## src/rtl/i2cram_pkg.sv

```systemverilog
`timescale 1ns / 1ps
// shared types and constants for the i2c register access master
// no dependencies; used by i2cram_engine and i2c_register_access_master
package i2cram_pkg;

    localparam int DELAY_BITS = 16;
    localparam logic [63:0] DELAY_MAX = (64'd1 << DELAY_BITS) - 64'd1;

    // register indexes on the configuration port
    localparam logic [1:0] CFG_DEV_ADDR  = 2'd0;
    localparam logic [1:0] CFG_STEP_DLY  = 2'd1;
    localparam logic [1:0] CFG_REL_DLY   = 2'd2;
    localparam logic [1:0] CFG_POLL_LIM  = 2'd3;

    localparam logic [7:0]  RST_DEV_ADDR = 8'd0;
    localparam logic [15:0] RST_STEP_DLY = 16'd1;
    localparam logic [15:0] RST_REL_DLY  = 16'd1;
    localparam logic [7:0]  RST_POLL_LIM = 8'd101;

    typedef struct packed {
        logic [7:0]  dev_addr;
        logic [15:0] step_dly;
        logic [15:0] rel_dly;
        logic [7:0]  poll_lim;
    } t_cfg;

    typedef struct packed {
        logic [1:0] func;
        logic       is_read;
        logic [7:0] reg_addr;
        logic [7:0] byte_count;
        logic [7:0] write_byte;
        logic       sda_in;
    } t_item;

    typedef struct packed {
        logic       scl_low;
        logic       sda_low;
        logic [7:0] read_byte;
        logic       read_valid;
        logic       need_byte;
        logic       done_res;
        logic       nack;
        logic       busy_res;
    } t_result;

    // clamp a programmed delay to the counter width
    function automatic logic [DELAY_BITS-1:0] sat_delay(input logic [15:0] v);
        logic [63:0] vx;
        vx = {48'd0, v};
        if (vx > DELAY_MAX) begin
            sat_delay = '1;
        end else begin
            sat_delay = vx[DELAY_BITS-1:0];
        end
    endfunction

endpackage

```

## src/rtl/i2cram_engine.sv

```systemverilog
`timescale 1ns / 1ps
// bus sequencer: one command or tick per enabled cycle, result out combinationally
// depends on i2cram_pkg
module i2cram_engine (
    input  logic              i_clk,
    input  logic              i_rst_n,
    input  logic              i_en,
    input  i2cram_pkg::t_item i_item,
    input  i2cram_pkg::t_cfg  i_cfg,
    output i2cram_pkg::t_result o_res
);

    localparam logic [1:0] FN_START = 2'd0;
    localparam logic [1:0] FN_WBYTE = 2'd1;
    localparam logic [1:0] FN_TICK  = 2'd2;

    localparam logic [1:0] K_ADDR_W = 2'd0;
    localparam logic [1:0] K_REG    = 2'd1;
    localparam logic [1:0] K_DATA   = 2'd2;
    localparam logic [1:0] K_ADDR_R = 2'd3;

    localparam logic [4:0] P_IDLE = 5'd0;
    localparam logic [4:0] P_ST0  = 5'd1;
    localparam logic [4:0] P_ST1  = 5'd2;
    localparam logic [4:0] P_ST2  = 5'd3;
    localparam logic [4:0] P_ST3  = 5'd4;
    localparam logic [4:0] P_ADDR = 5'd5;
    localparam logic [4:0] P_WB0  = 5'd6;
    localparam logic [4:0] P_WB1  = 5'd7;
    localparam logic [4:0] P_WB2  = 5'd8;
    localparam logic [4:0] P_AK0  = 5'd9;
    localparam logic [4:0] P_AK1  = 5'd10;
    localparam logic [4:0] P_AK2  = 5'd11;
    localparam logic [4:0] P_AKP  = 5'd12;
    localparam logic [4:0] P_NEXT = 5'd13;
    localparam logic [4:0] P_NEED = 5'd14;
    localparam logic [4:0] P_RB0  = 5'd15;
    localparam logic [4:0] P_RB1  = 5'd16;
    localparam logic [4:0] P_RB2  = 5'd17;
    localparam logic [4:0] P_RA0  = 5'd18;
    localparam logic [4:0] P_RA1  = 5'd19;
    localparam logic [4:0] P_RA2  = 5'd20;
    localparam logic [4:0] P_SP0  = 5'd21;
    localparam logic [4:0] P_SP1  = 5'd22;
    localparam logic [4:0] P_SP2  = 5'd23;
    localparam logic [4:0] P_SP3  = 5'd24;
    localparam logic [4:0] P_FIN  = 5'd25;

    localparam int DB = i2cram_pkg::DELAY_BITS;
    localparam logic [DB-1:0] DLY_ONE = {{(DB-1){1'b0}}, 1'b1};

    logic [4:0]    r_phase,  n_phase;
    logic [DB-1:0] r_delay,  n_delay;
    logic          r_pend,   n_pend;
    logic [2:0]    r_bit,    n_bit;
    logic [7:0]    r_shift,  n_shift;
    logic [7:0]    r_left,   n_left;
    logic [7:0]    r_poll,   n_poll;
    logic [7:0]    r_sreg,   n_sreg;
    logic          r_rmode,  n_rmode;
    logic          r_ponly,  n_ponly;
    logic [1:0]    r_kind,   n_kind;
    logic          r_nackf,  n_nackf;
    logic          r_scl,    n_scl;
    logic          r_sda,    n_sda;

    logic [DB-1:0] w_rel;
    logic [DB-1:0] w_step;

    assign w_rel  = i2cram_pkg::sat_delay(i_cfg.rel_dly);
    assign w_step = i2cram_pkg::sat_delay(i_cfg.step_dly);

    always_comb begin
        logic [4:0]    ph;
        logic [DB-1:0] dec;
        logic          use_r;
        logic          use_s;
        logic          do_wait;

        n_phase = r_phase;  n_delay = r_delay;  n_pend = r_pend;
        n_bit   = r_bit;    n_shift = r_shift;  n_left = r_left;
        n_poll  = r_poll;   n_sreg  = r_sreg;   n_rmode = r_rmode;
        n_ponly = r_ponly;  n_kind  = r_kind;   n_nackf = r_nackf;
        n_scl   = r_scl;    n_sda   = r_sda;
        o_res.read_byte  = 8'd0;
        o_res.read_valid = 1'b0;
        o_res.done_res   = 1'b0;
        o_res.nack       = 1'b0;
        ph      = r_phase;
        dec     = r_delay - DLY_ONE;
        use_r   = 1'b1;
        use_s   = 1'b1;
        do_wait = 1'b0;

        case (i_item.func)
            FN_START: begin
                if (r_phase == P_IDLE) begin
                    n_rmode = i_item.is_read;
                    n_sreg  = i_item.reg_addr;
                    n_left  = i_item.byte_count;
                    n_ponly = 1'b0;
                    n_nackf = 1'b0;
                    n_delay = '0;
                    n_pend  = 1'b0;
                    n_phase = P_ST0;
                end
            end
            FN_WBYTE: begin
                if (r_phase == P_NEED) begin
                    n_shift = i_item.write_byte;
                    n_kind  = K_DATA;
                    n_bit   = 3'd7;
                    n_phase = P_WB0;
                end
            end
            FN_TICK: begin
                if (r_delay != '0) begin
                    n_delay = dec;
                    if (dec == '0 && r_pend) begin
                        n_pend  = 1'b0;
                        n_delay = w_step;
                    end
                end else if (r_phase != P_IDLE) begin
                    // pass-through phases resolve first, then one line action
                    if (r_phase == P_ADDR) begin
                        n_shift = {i_cfg.dev_addr[7:1], r_ponly};
                        n_kind  = r_ponly ? K_ADDR_R : K_ADDR_W;
                        n_bit   = 3'd7;
                        ph      = P_WB0;
                    end else if (r_phase == P_NEXT) begin
                        case (r_kind)
                            K_ADDR_W: begin
                                n_shift = r_sreg;
                                n_kind  = K_REG;
                                n_bit   = 3'd7;
                                ph      = P_WB0;
                            end
                            K_REG: begin
                                if (r_rmode) begin
                                    n_ponly = 1'b1;
                                    ph      = P_ST0;
                                end else begin
                                    ph = (r_left != 8'd0) ? P_NEED : P_FIN;
                                end
                            end
                            K_DATA: begin
                                n_left = r_left - 8'd1;
                                ph     = (n_left != 8'd0) ? P_NEED : P_SP0;
                            end
                            default: begin
                                ph = (r_left != 8'd0) ? P_RB0 : P_SP0;
                            end
                        endcase
                    end
                    n_phase = ph;
                    case (ph)
                        P_ST0: begin
                            n_sda = 1'b0; do_wait = 1'b1; use_s = 1'b0; n_phase = P_ST1;
                        end
                        P_ST1: begin
                            n_scl = 1'b0; do_wait = 1'b1; n_phase = P_ST2;
                        end
                        P_ST2: begin
                            n_sda = 1'b1; do_wait = 1'b1; n_phase = P_ST3;
                        end
                        P_ST3: begin
                            n_scl = 1'b1; do_wait = 1'b1; n_phase = P_ADDR;
                        end
                        P_WB0: begin
                            n_sda = ~n_shift[n_bit]; do_wait = 1'b1; use_s = 1'b0;
                            n_phase = P_WB1;
                        end
                        P_WB1: begin
                            n_scl = 1'b0; do_wait = 1'b1; n_phase = P_WB2;
                        end
                        P_WB2: begin
                            n_scl = 1'b1; do_wait = 1'b1;
                            if (n_bit != 3'd0) begin
                                n_bit   = n_bit - 3'd1;
                                n_phase = P_WB0;
                            end else begin
                                n_phase = P_AK0;
                            end
                        end
                        P_AK0: begin
                            n_sda = 1'b1; do_wait = 1'b1; n_phase = P_AK1;
                        end
                        P_AK1: begin
                            n_scl = 1'b0; do_wait = 1'b1; n_phase = P_AK2;
                        end
                        P_AK2: begin
                            n_sda = 1'b0; do_wait = 1'b1; use_s = 1'b0;
                            n_poll = 8'd0; n_phase = P_AKP;
                        end
                        P_AKP: begin
                            do_wait = 1'b1;
                            if (i_item.sda_in) begin
                                if (r_poll >= i_cfg.poll_lim) begin
                                    // no ack within the poll limit: abort with stop
                                    n_nackf = 1'b1; n_scl = 1'b1; n_phase = P_SP0;
                                end else begin
                                    n_poll = r_poll + 8'd1; use_r = 1'b0;
                                end
                            end else begin
                                n_scl = 1'b1; n_phase = P_NEXT;
                            end
                        end
                        P_RB0: begin
                            n_sda = 1'b0; do_wait = 1'b1; use_s = 1'b0;
                            n_bit = 3'd7; n_shift = 8'd0; n_phase = P_RB1;
                        end
                        P_RB1: begin
                            n_scl = 1'b0; do_wait = 1'b1; n_phase = P_RB2;
                        end
                        P_RB2: begin
                            if (i_item.sda_in) begin
                                n_shift[n_bit] = 1'b1;
                            end
                            n_scl = 1'b1; do_wait = 1'b1;
                            if (n_bit != 3'd0) begin
                                n_bit   = n_bit - 3'd1;
                                n_phase = P_RB1;
                            end else begin
                                o_res.read_valid = 1'b1;
                                o_res.read_byte  = n_shift;
                                n_phase = P_RA0;
                            end
                        end
                        P_RA0: begin
                            n_sda = (n_left > 8'd1); do_wait = 1'b1; n_phase = P_RA1;
                        end
                        P_RA1: begin
                            n_scl = 1'b0; do_wait = 1'b1; n_phase = P_RA2;
                        end
                        P_RA2: begin
                            n_scl = 1'b1; do_wait = 1'b1; n_left = n_left - 8'd1;
                            n_phase = (n_left != 8'd0) ? P_RB0 : P_SP0;
                        end
                        P_SP0: begin
                            n_sda = 1'b1; do_wait = 1'b1; use_s = 1'b0; n_phase = P_SP1;
                        end
                        P_SP1: begin
                            n_scl = 1'b1; do_wait = 1'b1; n_phase = P_SP2;
                        end
                        P_SP2: begin
                            n_scl = 1'b0; do_wait = 1'b1; n_phase = P_SP3;
                        end
                        P_SP3: begin
                            n_sda = 1'b0; do_wait = 1'b1; n_phase = P_FIN;
                        end
                        P_FIN: begin
                            o_res.done_res = 1'b1;
                            o_res.nack     = r_nackf;
                            n_phase        = P_IDLE;
                        end
                        default: begin
                        end
                    endcase
                    // release wait first, step wait chained behind it if asked for
                    if (do_wait) begin
                        if (use_r && w_rel != '0) begin
                            n_delay = w_rel;
                            n_pend  = use_s;
                        end else begin
                            n_delay = use_s ? w_step : '0;
                            n_pend  = 1'b0;
                        end
                    end
                end
            end
            default: begin
            end
        endcase

        o_res.scl_low   = n_scl;
        o_res.sda_low   = n_sda;
        o_res.need_byte = (n_phase == P_NEED);
        o_res.busy_res  = (n_phase != P_IDLE);
    end

    always_ff @(posedge i_clk) begin
        if (!i_rst_n) begin
            r_phase <= P_IDLE;
            r_delay <= '0;
            r_pend  <= 1'b0;
            r_bit   <= 3'd0;
            r_shift <= 8'd0;
            r_left  <= 8'd0;
            r_poll  <= 8'd0;
            r_sreg  <= 8'd0;
            r_rmode <= 1'b0;
            r_ponly <= 1'b0;
            r_kind  <= K_ADDR_W;
            r_nackf <= 1'b0;
            r_scl   <= 1'b0;
            r_sda   <= 1'b0;
        end else if (i_en) begin
            r_phase <= n_phase;
            r_delay <= n_delay;
            r_pend  <= n_pend;
            r_bit   <= n_bit;
            r_shift <= n_shift;
            r_left  <= n_left;
            r_poll  <= n_poll;
            r_sreg  <= n_sreg;
            r_rmode <= n_rmode;
            r_ponly <= n_ponly;
            r_kind  <= n_kind;
            r_nackf <= n_nackf;
            r_scl   <= n_scl;
            r_sda   <= n_sda;
        end
    end

endmodule

```

## src/rtl/i2c_register_access_master.sv

```systemverilog
`timescale 1ns / 1ps
// i2c register access master: input register, bus sequencer, result register
// an accepted item goes from the input register to the result register
// throughput: one item per cycle unless stalled; sequencer state updates once per item
// reset: i_rst_n synchronous active low; lines released, sequencer idle,
//   configuration back to address 0, both delays 1, poll limit 101
// depends on i2cram_pkg and i2cram_engine
module i2c_register_access_master (
    input  logic        i_clk,
    input  logic        i_rst_n,
    // configuration write port
    input  logic        i_cfg_we,
    input  logic [1:0]  i_cfg_idx,
    input  logic [15:0] i_cfg_data,
    // command and tick stream
    input  logic        s_axis_tvalid,
    output logic        s_axis_tready,
    // is_read[0], reg_addr[8:1], byte_count[16:9], write_byte[24:17], sda_in[25]
    input  logic [31:0] s_axis_tdata,
    // func[1:0]
    input  logic [1:0]  s_axis_tuser,
    // result stream
    output logic        m_axis_tvalid,
    input  logic        m_axis_tready,
    // scl_low[0], sda_low[1], read_byte[9:2], read_valid[10], need_byte[11],
    // done_res[12], nack[13], busy_res[14]
    output logic [15:0] m_axis_tdata
);

    i2cram_pkg::t_cfg    r_cfg;
    i2cram_pkg::t_item   r_in_item;
    logic                r_in_valid;
    logic                r_out_valid;
    logic [15:0]         r_out_data;
    i2cram_pkg::t_result w_res;
    logic                w_adv;
    logic                w_in_acc;

    // the item in the input register moves on when the result slot is free
    assign w_adv         = r_in_valid && (!r_out_valid || m_axis_tready);
    assign s_axis_tready = !r_in_valid || w_adv;
    assign w_in_acc      = s_axis_tvalid && s_axis_tready;

    // configuration registers; user must write only while engine is quiet; unchecked
    always_ff @(posedge i_clk) begin
        if (!i_rst_n) begin
            r_cfg.dev_addr <= i2cram_pkg::RST_DEV_ADDR;
            r_cfg.step_dly <= i2cram_pkg::RST_STEP_DLY;
            r_cfg.rel_dly  <= i2cram_pkg::RST_REL_DLY;
            r_cfg.poll_lim <= i2cram_pkg::RST_POLL_LIM;
        end else if (i_cfg_we) begin
            case (i_cfg_idx)
                i2cram_pkg::CFG_DEV_ADDR: r_cfg.dev_addr <= i_cfg_data[7:0];
                i2cram_pkg::CFG_STEP_DLY: r_cfg.step_dly <= i_cfg_data;
                i2cram_pkg::CFG_REL_DLY:  r_cfg.rel_dly  <= i_cfg_data;
                i2cram_pkg::CFG_POLL_LIM: r_cfg.poll_lim <= i_cfg_data[7:0];
                default: begin
                end
            endcase
        end
    end

    // input register
    always_ff @(posedge i_clk) begin
        if (!i_rst_n) begin
            r_in_valid <= 1'b0;
        end else if (w_in_acc) begin
            r_in_valid <= 1'b1;
        end else if (w_adv) begin
            r_in_valid <= 1'b0;
        end
    end

    always_ff @(posedge i_clk) begin
        if (w_in_acc) begin
            r_in_item.func       <= s_axis_tuser;
            r_in_item.is_read    <= s_axis_tdata[0];
            r_in_item.reg_addr   <= s_axis_tdata[8:1];
            r_in_item.byte_count <= s_axis_tdata[16:9];
            r_in_item.write_byte <= s_axis_tdata[24:17];
            r_in_item.sda_in     <= s_axis_tdata[25];
        end
    end

    i2cram_engine u_engine (
        .i_clk   (i_clk),
        .i_rst_n (i_rst_n),
        .i_en    (w_adv),
        .i_item  (r_in_item),
        .i_cfg   (r_cfg),
        .o_res   (w_res)
    );

    // result register
    always_ff @(posedge i_clk) begin
        if (!i_rst_n) begin
            r_out_valid <= 1'b0;
        end else if (w_adv) begin
            r_out_valid <= 1'b1;
        end else if (m_axis_tready) begin
            r_out_valid <= 1'b0;
        end
    end

    always_ff @(posedge i_clk) begin
        if (w_adv) begin
            r_out_data <= {1'b0, w_res.busy_res, w_res.nack, w_res.done_res,
                           w_res.need_byte, w_res.read_valid, w_res.read_byte,
                           w_res.sda_low, w_res.scl_low};
        end
    end

    assign m_axis_tvalid = r_out_valid;
    assign m_axis_tdata  = r_out_data;

endmodule

```

## config.mk

```make
export PLATFORM = sky130hd
export DESIGN_NAME = i2c_register_access_master
export DESIGN_NICKNAME = d
export VERILOG_FILES = /design/src/rtl/i2cram_pkg.sv /design/src/rtl/i2cram_engine.sv /design/src/rtl/i2c_register_access_master.sv
export SDC_FILE = /design/constraint.sdc
export NUM_CORES = 1
export LEC_CHECK = 0
export BUFFER_PORTS_ARGS = -buffer_cell sky130_fd_sc_hd__clkbuf_2
export CELL_PAD_IN_SITES_DETAIL_PLACEMENT = 2
export CELL_PAD_IN_SITES_GLOBAL_PLACEMENT = 2
export CORE_UTILIZATION = 25
export DETAILED_ROUTE_END_ITERATION = 8
export GPL_ROUTABILITY_DRIVEN = 0
export GPL_TIMING_DRIVEN = 0
export PLACE_DENSITY = 0.64
export SLEW_MARGIN = 0
export SYNTH_ARGS = -nofsm -noshare
export SYNTH_HDL_FRONTEND = slang
export SYNTH_SLANG_ARGS = --single-unit
```

## constraint.sdc

```tcl
create_clock -name i_clk -period 6.6 [get_ports i_clk]
set_clock_uncertainty 0.15 [all_clocks]
set_input_delay 0.66 -clock i_clk [delete_from_list [all_inputs] [get_ports i_clk]]
set_output_delay 0.66 -clock i_clk [all_outputs]
set_load 0.005 [all_outputs]
```

==> results of run 1 <==
[power by group]
| part | total, mW | switching, mW | internal, mW |
|---|---|---|---|
| registers | 1.05 | 0.0285 | 1.02 |
| clock network | 0.980 | 0.440 | 0.540 |
| logic | 0.408 | 0.273 | 0.135 |
| total | 2.44 | 0.741 | 1.70 |
[worst max-delay path by stage]
stage | slack [ps] | cells after the start | endpoint
after floorplan | 2660 | 15 | m_axis_tdata[14]
after global placement | 1670 | 11 | m_axis_tdata[14]
after detailed placement | 1640 | 11 | m_axis_tdata[14]
after CTS | 1620 | 15 | m_axis_tdata[14]
after global routing | 1300 | 11 | m_axis_tdata[14]
final | 1580 | 11 | m_axis_tdata[14]
[layer usage]
layer  global-route usage  share of wire
met1                0.275           0.49
met2                0.314           0.46
met3               0.0263          0.030
met4               0.0653          0.020
met5                    0              0
[layout by cell type (no fill, tap or decap), types with 32 or more instances in the layout]
cell type  netlist  routed
nor3_1          32      32
a21oi_1        123     123
nand2_1        203     203
nand3_1         38      38
nor2_1         111     111
clkbuf_1        51      51
o21ai_0         55      55
dfxtp_1        113     113
clkbuf_2         1      69
edfxtp_1        43      43
[logic make-up (layout without fill, tap and decap cells)]
| logic type | Yosys count | in the layout | synth area share |
|---|---|---|---|
| AO/OA/AOI/OAI | 307 | 307 | 0.212 |
| XOR/XNOR | 37 | 37 | 0.0359 |
| adder cells (fa/ha/maj) | 23 | 23 | 0.0311 |
| buffers and inverters | 105 | 204 | 0.0540 |
| flip-flops | 156 | 156 | 0.384 |
| multiplexers | 21 | 21 | 0.0245 |
| other | 1 | 1 | 0.000406 |
| AND/OR/NAND/NOR | 502 | 502 | 0.257 |
[stage by stage]
| step | std cells | util |
|---|---|---|
| floorplan | 1152 | - |
| global placement | 1687 | 0.278 |
| detailed placement | 1687 | 0.278 |
| CTS | 1719 | 0.294 |
| global route | 1719 | 0.294 |
| finish | 1719 | 0.294 |
[worst register-to-register path, delay by kind of cell, from the launching register on]
kind,cells,cell delay (ps)
AND/OR/NAND/NOR,2,1090
AO/OA/AOI/OAI,6,2120
buffers and inverters,2,680
adder cells (fa/ha/maj),1,330
flip-flops,1,390
[sequential cells by signal, indices dropped and copies added, names as in the netlist]
| register | flops |
|---|---|
| u_engine.r_sreg | 8 |
| r_cfg | 47 |
| r_in_valid | 1 |
| u_engine.r_delay | 16 |
| u_engine.r_scl | 1 |
| u_engine.r_nackf | 1 |
| m_axis_tvalid | 1 |
| u_engine.r_ponly | 1 |
| u_engine.r_rmode | 1 |
| u_engine.r_bit | 3 |
| u_engine.r_sda | 1 |
| u_engine.r_pend | 1 |
| m_axis_tdata | 15 |
| u_engine.r_shift | 8 |
| u_engine.r_kind | 2 |
| r_in_item | 28 |
| u_engine.r_left | 8 |
| u_engine.r_poll | 8 |
| u_engine.r_phase | 5 |
[final cells by class]
class,instances,area [um^2],area share
inverters,26,97.6,0.00909
multi-input cells,891,5190,0.484
repair buffers,67,335,0.0312
flip-flops and latches,156,3550,0.331
plain buffers,79,403,0.0375
clock buffers,20,457,0.0425
clock inverters,12,113,0.0105
well taps,468,586,0.0545
==> flow_metrics.env, run 1 <==
export IMPL_relSlewSlack=0.0634
export IMPL_timing_rr_end="m_axis_tdata[14]"
export IMPL_grt_start_max_net_pins=29
export IMPL_path_cells="inv_1 -> ha_1 -> nor4b_1 -> a21oi_1 -> o31ai_1 -> clkbuf_1 -> a21oi_1 -> o21ai_0 -> o2111ai_1 -> a21oi_1 -> or4b_1"
export IMPL_clk_insertion_delay_late_ps=450
export IMPL_synth_top_area_cell="dfxtp_1"
export IMPL_drtAntennaViolNets=0
export IMPL_route_detailed_drc=0
export IMPL_synth_area_top_cells="dfxtp_1 (24%), edfxtp_1 (14%), nand2_1 (8.2%)"
export IMPL_die_area_um2=37700
export IMPL_r2r_slack_ps=1580
export IMPL_reg2reg_depth=11
export IMPL_wl_um=36400
export IMPL_hp_start="s_axis_tdata[14]"
export IMPL_cts_root_buf="clkbuf_16"
export IMPL_avgSynthCellArea_um2=8.02
export IMPL_max_freq_ghz=0.199
export IMPL_grtUsageTotal=0.198
export IMPL_die_w_um=194
export IMPL_ios=75
export IMPL_end_kind="flop"
export IMPL_dpl_hpwl_um=28100
export IMPL_stdcell_area_um2=10700
export IMPL_rows=70
export IMPL_synthArstFlopShare=0
export IMPL_rsz0062_at_grt="no"
export IMPL_h_tree_depth=4
export IMPL_max_stage_delay_ps=990
export IMPL_nets=1318
export IMPL_holdPathStages=1
export IMPL_crit_start="u_engine.r_left[1]"
export IMPL_p_leak_nw=3.94
export IMPL_crit_family="compound AO/OA/AOI/OAI gates"
export IMPL_synth_commonest_cells="nand2_1 (203), a21oi_1 (123), dfxtp_1 (113), nor2_1 (111), o21ai_0 (55)"
export IMPL_core_area_um2=36500
export IMPL_cts_buffers=17
export IMPL_fillers=4245
export IMPL_path_buf_inv=2
export IMPL_cts_sinks=156
export IMPL_worstSetupPathType="reg2reg"
export IMPL_synth_distinct_cells=88
export IMPL_peakVddDrop_v=0.000182
export IMPL_critical_path_slowest_cell="o31ai_1"
export IMPL_finalWorstSetupSlack_ps=1580
export IMPL_hold_buffers=0
export IMPL_hold_viol_final=0
export IMPL_grt_pass1_wl_um=57300
export IMPL_worst_pin_slew_ps=1390
export IMPL_critPathMaxFanout=10
export IMPL_ys_warnings_count=0
export IMPL_p_total_mw=2.44
export IMPL_synth_most_common_cell="nand2_1"
export IMPL_dr_pass1_iters=5
export IMPL_antenna_found_initial=0
export IMPL_path_common_cell="a21oi_1"
export IMPL_post_route_min_period_ps=5020
export IMPL_synthCells=1152
export IMPL_synth_edff_count=43
export IMPL_synth_top_area_frac=0.245
export IMPL_p_per_area_nw_per_um2=227
export IMPL_start_util=0.253
export IMPL_dpl_cell_area_um2=10200
export IMPL_die_h_um=194
export IMPL_slew_viol_final=0
export IMPL_grt_pass1_vias=9472
export IMPL_holdWs_ps=231
export IMPL_critPathArrivalTime_ps=5050
export IMPL_dr_total_vias=8983
export IMPL_antenna_cells=0
export IMPL_reg2reg_from="u_engine.r_left[1]"
export IMPL_hold_path_end="r_in_item[14]"
export IMPL_ys_seq_elements=156
export IMPL_place_ws_ps=1640
export IMPL_drive_gt1_frac=0.128
export IMPL_worstHoldPathType="in2reg"
export IMPL_syn_nets=1232
export IMPL_drt_initial_drc_count=528
export IMPL_setup_violations=0
export IMPL_io_buffer_count=67
export IMPL_wl_per_cell_um=21.2
export IMPL_grt_ovfl_total=0
export IMPL_cts_setup_buffers=0
export IMPL_fin_crit_sh=0.760
export IMPL_cts_buffer_depth=2
export IMPL_tritoncts="done"
export IMPL_synth_main_ff_cell="dfxtp_1"
export IMPL_maxCapViolCount=0
export IMPL_syn_to_final_growth_pct=16.2
export IMPL_cp_start_kind="flop"
export IMPL_viasPerCell=5.23
export IMPL_ys_seq_area_frac=0.384
export IMPL_tns_ps=0
export IMPL_cp_data_required_time_ps=6630
export IMPL_netlist_area_um2=9240
export IMPL_clk_pin_slew_ps=80
export IMPL_cts_resized=0
export IMPL_status="complete, no violations"
Note: power is estimated with default switching activity, not from simulation.
==> inputs of run 2 (changes only) <==
- PLACE_DENSITY: 0.64 -> 0.66
- clock period: 6.6 -> 4.3 ns (I/O delays scaled with it)
==> run 2 against run 1 <==
  * Global-route usage is 0.31 points lower
  * Final cell count is 0.93% higher
  * Clock power is 46% higher
  * Cell area is 3.7% higher
  * Maximum frequency is 18% higher
  * Sequential cell count stayed put
  * Total power is 52% higher
==> flow_metrics.env, run 2 (same netlist as run 1, synthesis figures left out) <==
export IMPL_rows=70
export IMPL_path_cells="buf_6 -> or3b_4 -> or4_4 -> nand2_4 -> or2_4 -> inv_1 -> ha_1 -> ha_2 -> a211oi_1 -> nand4_1 -> a21bo_2 -> nor4b_1 -> a32oi_1 -> nand2_1 -> nor3_1"
export IMPL_grt_ovfl_total=0
export IMPL_max_freq_ghz=0.236
export IMPL_end_kind="flop"
export IMPL_wl_met3_um=1130
export IMPL_swShare=0.314
export IMPL_drt_initial_drc_count=471
export IMPL_drtAntennaViolNets=0
export IMPL_dpl_hpwl_um=27800
export IMPL_max_stage_delay_ps=530
export IMPL_relSlewSlack=0.241
export IMPL_wl_per_cell_um=21.1
export IMPL_post_route_min_period_ps=4240
export IMPL_tns_ps=0
export IMPL_cts_buffer_depth=2
export IMPL_die_area_um2=37700
export IMPL_regMostFlops="r_cfg"
export IMPL_combPwrFrac=0.180
export IMPL_route_detailed_drc=0
export IMPL_critical_path_slowest_cell="or4_4"
export IMPL_dr_pass1_iters=5
export IMPL_h_tree_depth=4
export IMPL_core_area_um2=36500
export IMPL_die_w_um=194
export IMPL_place_ws_ps=-648
export IMPL_final_common_cell="nand2_1"
export IMPL_worstHoldPathType="in2reg"
export IMPL_clkPwrFrac=0.386
export IMPL_dr_total_vias=9149
export IMPL_maxCapViolCount=0
export IMPL_antenna_cells=0
export IMPL_p_leak_nw=4.07
export IMPL_fillers=4227
export IMPL_status="complete, no violations"
export IMPL_io_buffer_count=67
export IMPL_start_util=0.253
export IMPL_cts_buffers=17
export IMPL_nets=1334
export IMPL_fin_crit_sh=0.986
export IMPL_wl_met1_um=17600
export IMPL_grtUsageTotal=0.195
export IMPL_clk_pin_slew_ps=70
export IMPL_p_per_area_nw_per_um2=333
export IMPL_largest_reg_flops=47
export IMPL_ios=75
export IMPL_critPathArrivalTime_ps=4300
export IMPL_seqPwrFrac=0.434
export IMPL_p_int_mw=2.55
export IMPL_setup_violations=0
export IMPL_final_cell_mix="nand2_1 (200), a21oi_1 (120), dfxtp_1 (112)"
export IMPL_routed_top_layer="met4"
export IMPL_slew_viol_final=0
export IMPL_worstSetupPathType="reg2reg"
export IMPL_finalWorstSetupSlack_ps=59.8
export IMPL_rsz0062_at_grt="yes"
export IMPL_drive_gt1_frac=0.166
export IMPL_grt_pass1_wl_um=57200
export IMPL_p_sw_mw=1.17
export IMPL_top_regs="r_cfg (47), r_in_item (28), u_engine.r_delay (16)"
export IMPL_cp_start_kind="flop"
export IMPL_die_h_um=194
export IMPL_wl_um=36600
export IMPL_viasPerCell=5.27
export IMPL_grt_start_max_net_pins=29
export IMPL_syn_to_final_growth_pct=20.4
export IMPL_cts_root_buf="clkbuf_16"
export IMPL_cp_data_required_time_ps=4360
export IMPL_grt_pass1_vias=9614
export IMPL_tritoncts="done"
export IMPL_hold_viol_final=0
export IMPL_clk_insertion_delay_late_ps=440
export IMPL_antenna_found_initial=0
export IMPL_cts_sinks=156
export IMPL_peakVddDrop_v=0.000248
export IMPL_critPathMaxFanout=9
export IMPL_wl_met2_um=17300
export IMPL_worst_pin_slew_ps=1130
run 2: routing by layer:
layer | global-route usage | up-vias
li1 | - | 4348
met1 | 0.267 | 4603
met2 | 0.325 | 162
met3 | 0.0204 | 36
met4 | 0.0488 | 0
met5 | 0 | -
run 2: final timing paths:
kind	startpoint	endpoint	slack [ps]	cells after the start
setup / recovery	u_engine.r_phase[1]	m_axis_tdata[11]	60	15
hold / removal	s_axis_tdata[19]	r_in_item[3]	20	1
setup reg to reg	u_engine.r_phase[1]	m_axis_tdata[11]	60	15
hold reg to reg	r_cfg[3]	r_cfg[3]	310	2
run 2: layout make-up:
| type | count | area (um^2) | share of cell area |
|---|---|---|---|
| flip-flops and latches | 156 | 3550 | 0.319 |
| multi-input cells | 891 | 5450 | 0.489 |
| inverters | 26 | 97.6 | 0.00877 |
| well taps | 468 | 586 | 0.0526 |
| plain buffers | 77 | 410 | 0.0369 |
| clock inverters | 12 | 90.1 | 0.00809 |
| clock buffers | 20 | 437 | 0.0392 |
| repair buffers | 85 | 510 | 0.0459 |
run 2: power by group through the flow:
stage	clock [mW]	combinational [mW]	sequential (mW)
final	1.43	0.669	1.61
after global routing	1.52	0.733	1.62
after CTS	1.47	0.650	1.61
after detailed placement	0	0.624	1.64
after global placement	0	0.609	1.64
after floorplan	0	0.407	1.63
run 2: timing repair:
item,CTS,global route
pin swaps,3,5
gates resized for setup,29,35
hold buffers,11,0
setup buffers,2,5
endpoints found under the setup margin,54,27
endpoints found under the hold margin,11,0
run 2: critical path, delay by kind of cell (launching register included):
family                   cells  cell delay (ps)
flip-flops                   1              310
AO/OA/AOI/OAI                3              920
buffers and inverters        2              270
adder cells (fa/ha/maj)      2              490
AND/OR/NAND/NOR              8             1850
run 2: through the flow:
stage | cells | hold WS (ps) | instance area [um^2] | power (mW) | util
after CTS | 1731 | 1.82 | 10900 | 3.73 | 0.299
final | 1735 | 15.6 | 11100 | 3.71 | 0.305
after detailed placement | 1687 | 303 | 10200 | 2.27 | 0.278
after global placement | 1687 | 296 | 10200 | 2.25 | 0.278
after global routing | 1735 | 4.79 | 11100 | 3.87 | 0.305
after floorplan | 1152 | 279 | 9240 | 2.03 | -
==> inputs of run 3 (changes only) <==
- CTS_CLUSTER_SIZE: unset -> 8
- PLACE_DENSITY: 0.66 -> 0.65
- SYNTH_HIERARCHICAL: unset -> 1
==> run 3 against run 2 <==
  * Setup slack better by 97 ps
  * Worst hold slack better by 29 ps
  * Count of clock-buffer cells in the layout up 2
  * Non-clock buffer count is 12 higher
  * First-iteration DRC count decreased by 5.3%
  * Via count decreased by 4.1%
  * Cell area grew 1.2%
  * Maximum frequency is 2.3% higher
  * Critical endpoint is now u_engine/r_delay[8]
  * Largest cell class unchanged
  * Largest power group unchanged
==> flow_metrics.env, run 3 <==
export IMPL_dr_total_vias=8770
export IMPL_cp_start_kind="flop"
export IMPL_rows=69
export IMPL_end_kind="flop"
export IMPL_antenna_cells=0
export IMPL_regMostFlops="r_cfg"
export IMPL_p_int_mw=2.60
export IMPL_dr_pass1_iters=6
export IMPL_fin_cells=1667
export IMPL_combPwrFrac=0.147
export IMPL_tritoncts="done"
export IMPL_core_area_um2=35700
export IMPL_holdWs_ps=44.8
export IMPL_viasPerCell=5.26
export IMPL_cts_sinks=156
export IMPL_cp_data_required_time_ps=4470
export IMPL_clkPwrFrac=0.412
export IMPL_peakVddDrop_v=0.000280
export IMPL_route_detailed_drc=0
export IMPL_max_freq_ghz=0.241
export IMPL_die_h_um=193
export IMPL_maxCapViolCount=0
export IMPL_grt_pass1_wl_um=55200
export IMPL_rsz0062_at_grt="yes"
export IMPL_seqPwrFrac=0.441
export IMPL_dp_cells=1599
export IMPL_worst_pin_slew_ps=1040
export IMPL_grt_ovfl_total=0
export IMPL_p_sw_mw=1.05
export IMPL_h_tree_depth=4
export IMPL_setup_violations=0
export IMPL_cts_buffers=17
export IMPL_syn_to_final_growth_pct=23.6
export IMPL_clk_pin_slew_ps=60
export IMPL_wl_per_cell_um=21.9
export IMPL_cts_buffer_depth=2
export IMPL_fillers=4097
export IMPL_io_buffer_count=64
export IMPL_syn_nets=1149
export IMPL_antenna_found_initial=0
export IMPL_fin_crit_sh=0.963
export IMPL_worstSetupPathType="reg2reg"
export IMPL_cts_root_buf="clkbuf_16"
export IMPL_avgSynthCellArea_um2=8.50
export IMPL_synthCells=1072
export IMPL_ys_warnings_count=6
export IMPL_drtAntennaViolNets=0
export IMPL_critPathMaxFanout=10
export IMPL_drt_initial_drc_count=446
export IMPL_finalWorstSetupSlack_ps=157
export IMPL_worstHoldPathType="in2reg"
export IMPL_swShare=0.288
export IMPL_die_area_um2=37200
export IMPL_relSlewSlack=0.298
export IMPL_nets=1270
export IMPL_top_regs="r_cfg (47), r_in_item (28), u_engine/r_delay (16)"
export IMPL_hold_viol_final=0
export IMPL_grtUsageTotal=0.200
export IMPL_p_leak_nw=4.36
export IMPL_wl_um=36500
export IMPL_final_common_cell="nand2_1"
export IMPL_grt_pass1_vias=9092
export IMPL_drive_gt1_frac=0.158
export IMPL_start_util=0.255
export IMPL_post_route_min_period_ps=4140
export IMPL_ios=75
export IMPL_p_per_area_nw_per_um2=324
export IMPL_place_ws_ps=-1020
export IMPL_largest_reg_flops=47
export IMPL_final_cell_mix="nand2_1 (156), dfxtp_1 (112), nor2_1 (75)"
export IMPL_clk_insertion_delay_late_ps=460
export IMPL_grt_start_max_net_pins=27
export IMPL_die_w_um=193
export IMPL_slew_viol_final=0
export IMPL_status="complete, no violations"
export IMPL_dpl_hpwl_um=27100
export IMPL_netlist_area_um2=9110
export IMPL_critPathArrivalTime_ps=4320
export IMPL_final_util=0.315
## run 3: cell types whose count changed in the layout (fill, tap and decap cells not counted), sizes merged, moves of 14 or more
cell,change
dlygate4sd3,+16
a211oi,-25
o21ai,+14
nand2,-47
a21boi,+14
a21oi,-61
nor2,-37
mux2i,+38
## run 3: power groups by stage
stage	clock network, mW	logic [mW]	registers, mW
6_report	1.50	0.537	1.61
5_1_grt	1.59	0.587	1.61
4_1_cts	1.54	0.527	1.61
3_5_place_dp	0	0.493	1.64
3_3_place_gp	0	0.477	1.64
2_1_floorplan	0	0.316	1.62
## run 3: metal layers
layer / wire length [um] / share of wire / global-route usage
met2: 18100 / 0.50 / 0.344
met4: 810 / 0.022 / 0.0760
met5: 0 / 0 / 0
met3: 1180 / 0.032 / 0.0278
met1: 16400 / 0.45 / 0.253
## run 3: final timing paths
kind | from | end | slack (ps) | depth (start not counted)
worst min-delay path | s_axis_tdata[24] | r_in_item[8] | 40 | 1
worst min register to register | r_cfg[7] | r_cfg[7] | 320 | 2
worst max-delay path | u_engine/r_left[4] | u_engine/r_delay[8] | 160 | 11
worst max register to register | u_engine/r_left[4] | u_engine/r_delay[8] | 160 | 11
## run 3: cell type report
class | instances | area [um^2] | share of cell area
buffer | 70 | 344 | 0.0305
clock buffer | 22 | 467 | 0.0414
clock inverter | 10 | 90.1 | 0.00800
inverter | 27 | 101 | 0.00900
multi-input combinational | 817 | 5410 | 0.480
sequential | 156 | 3550 | 0.316
tap | 461 | 577 | 0.0512
timing repair buffer | 104 | 721 | 0.0640
## run 3: what timing repair did
| action | CTS | global route |
|---|---|---|
| hold buffers | 27 | 0 |
| hold endpoints to repair | 27 | 0 |
| setup buffers | 0 | 11 |
| setup endpoints to repair | 61 | 45 |
| pin swaps | 1 | 7 |
| gates resized for setup | 30 | 37 |
## run 3: metrics by stage
stage	power, mW	area, um^2	TNS (ps)
floorplan	1.94	9110	0
global placement	2.12	10000	-26770
detailed placement	2.13	10100	-23390
CTS	3.67	11100	-110
global route	3.79	11300	-37.8
finish	3.64	11300	0
## run 3: critical path, stage by stage, from the launching register on
cell and delay, ps:
dfxtp_1 290, clkbuf_1 250, or4_4 530, o31a_1 390, or4b_4 560, o211a_1 330
o311a_1 480, nor3b_4 290, a31oi_2 210, buf_2 280, o21ai_0 190, a21oi_1 60
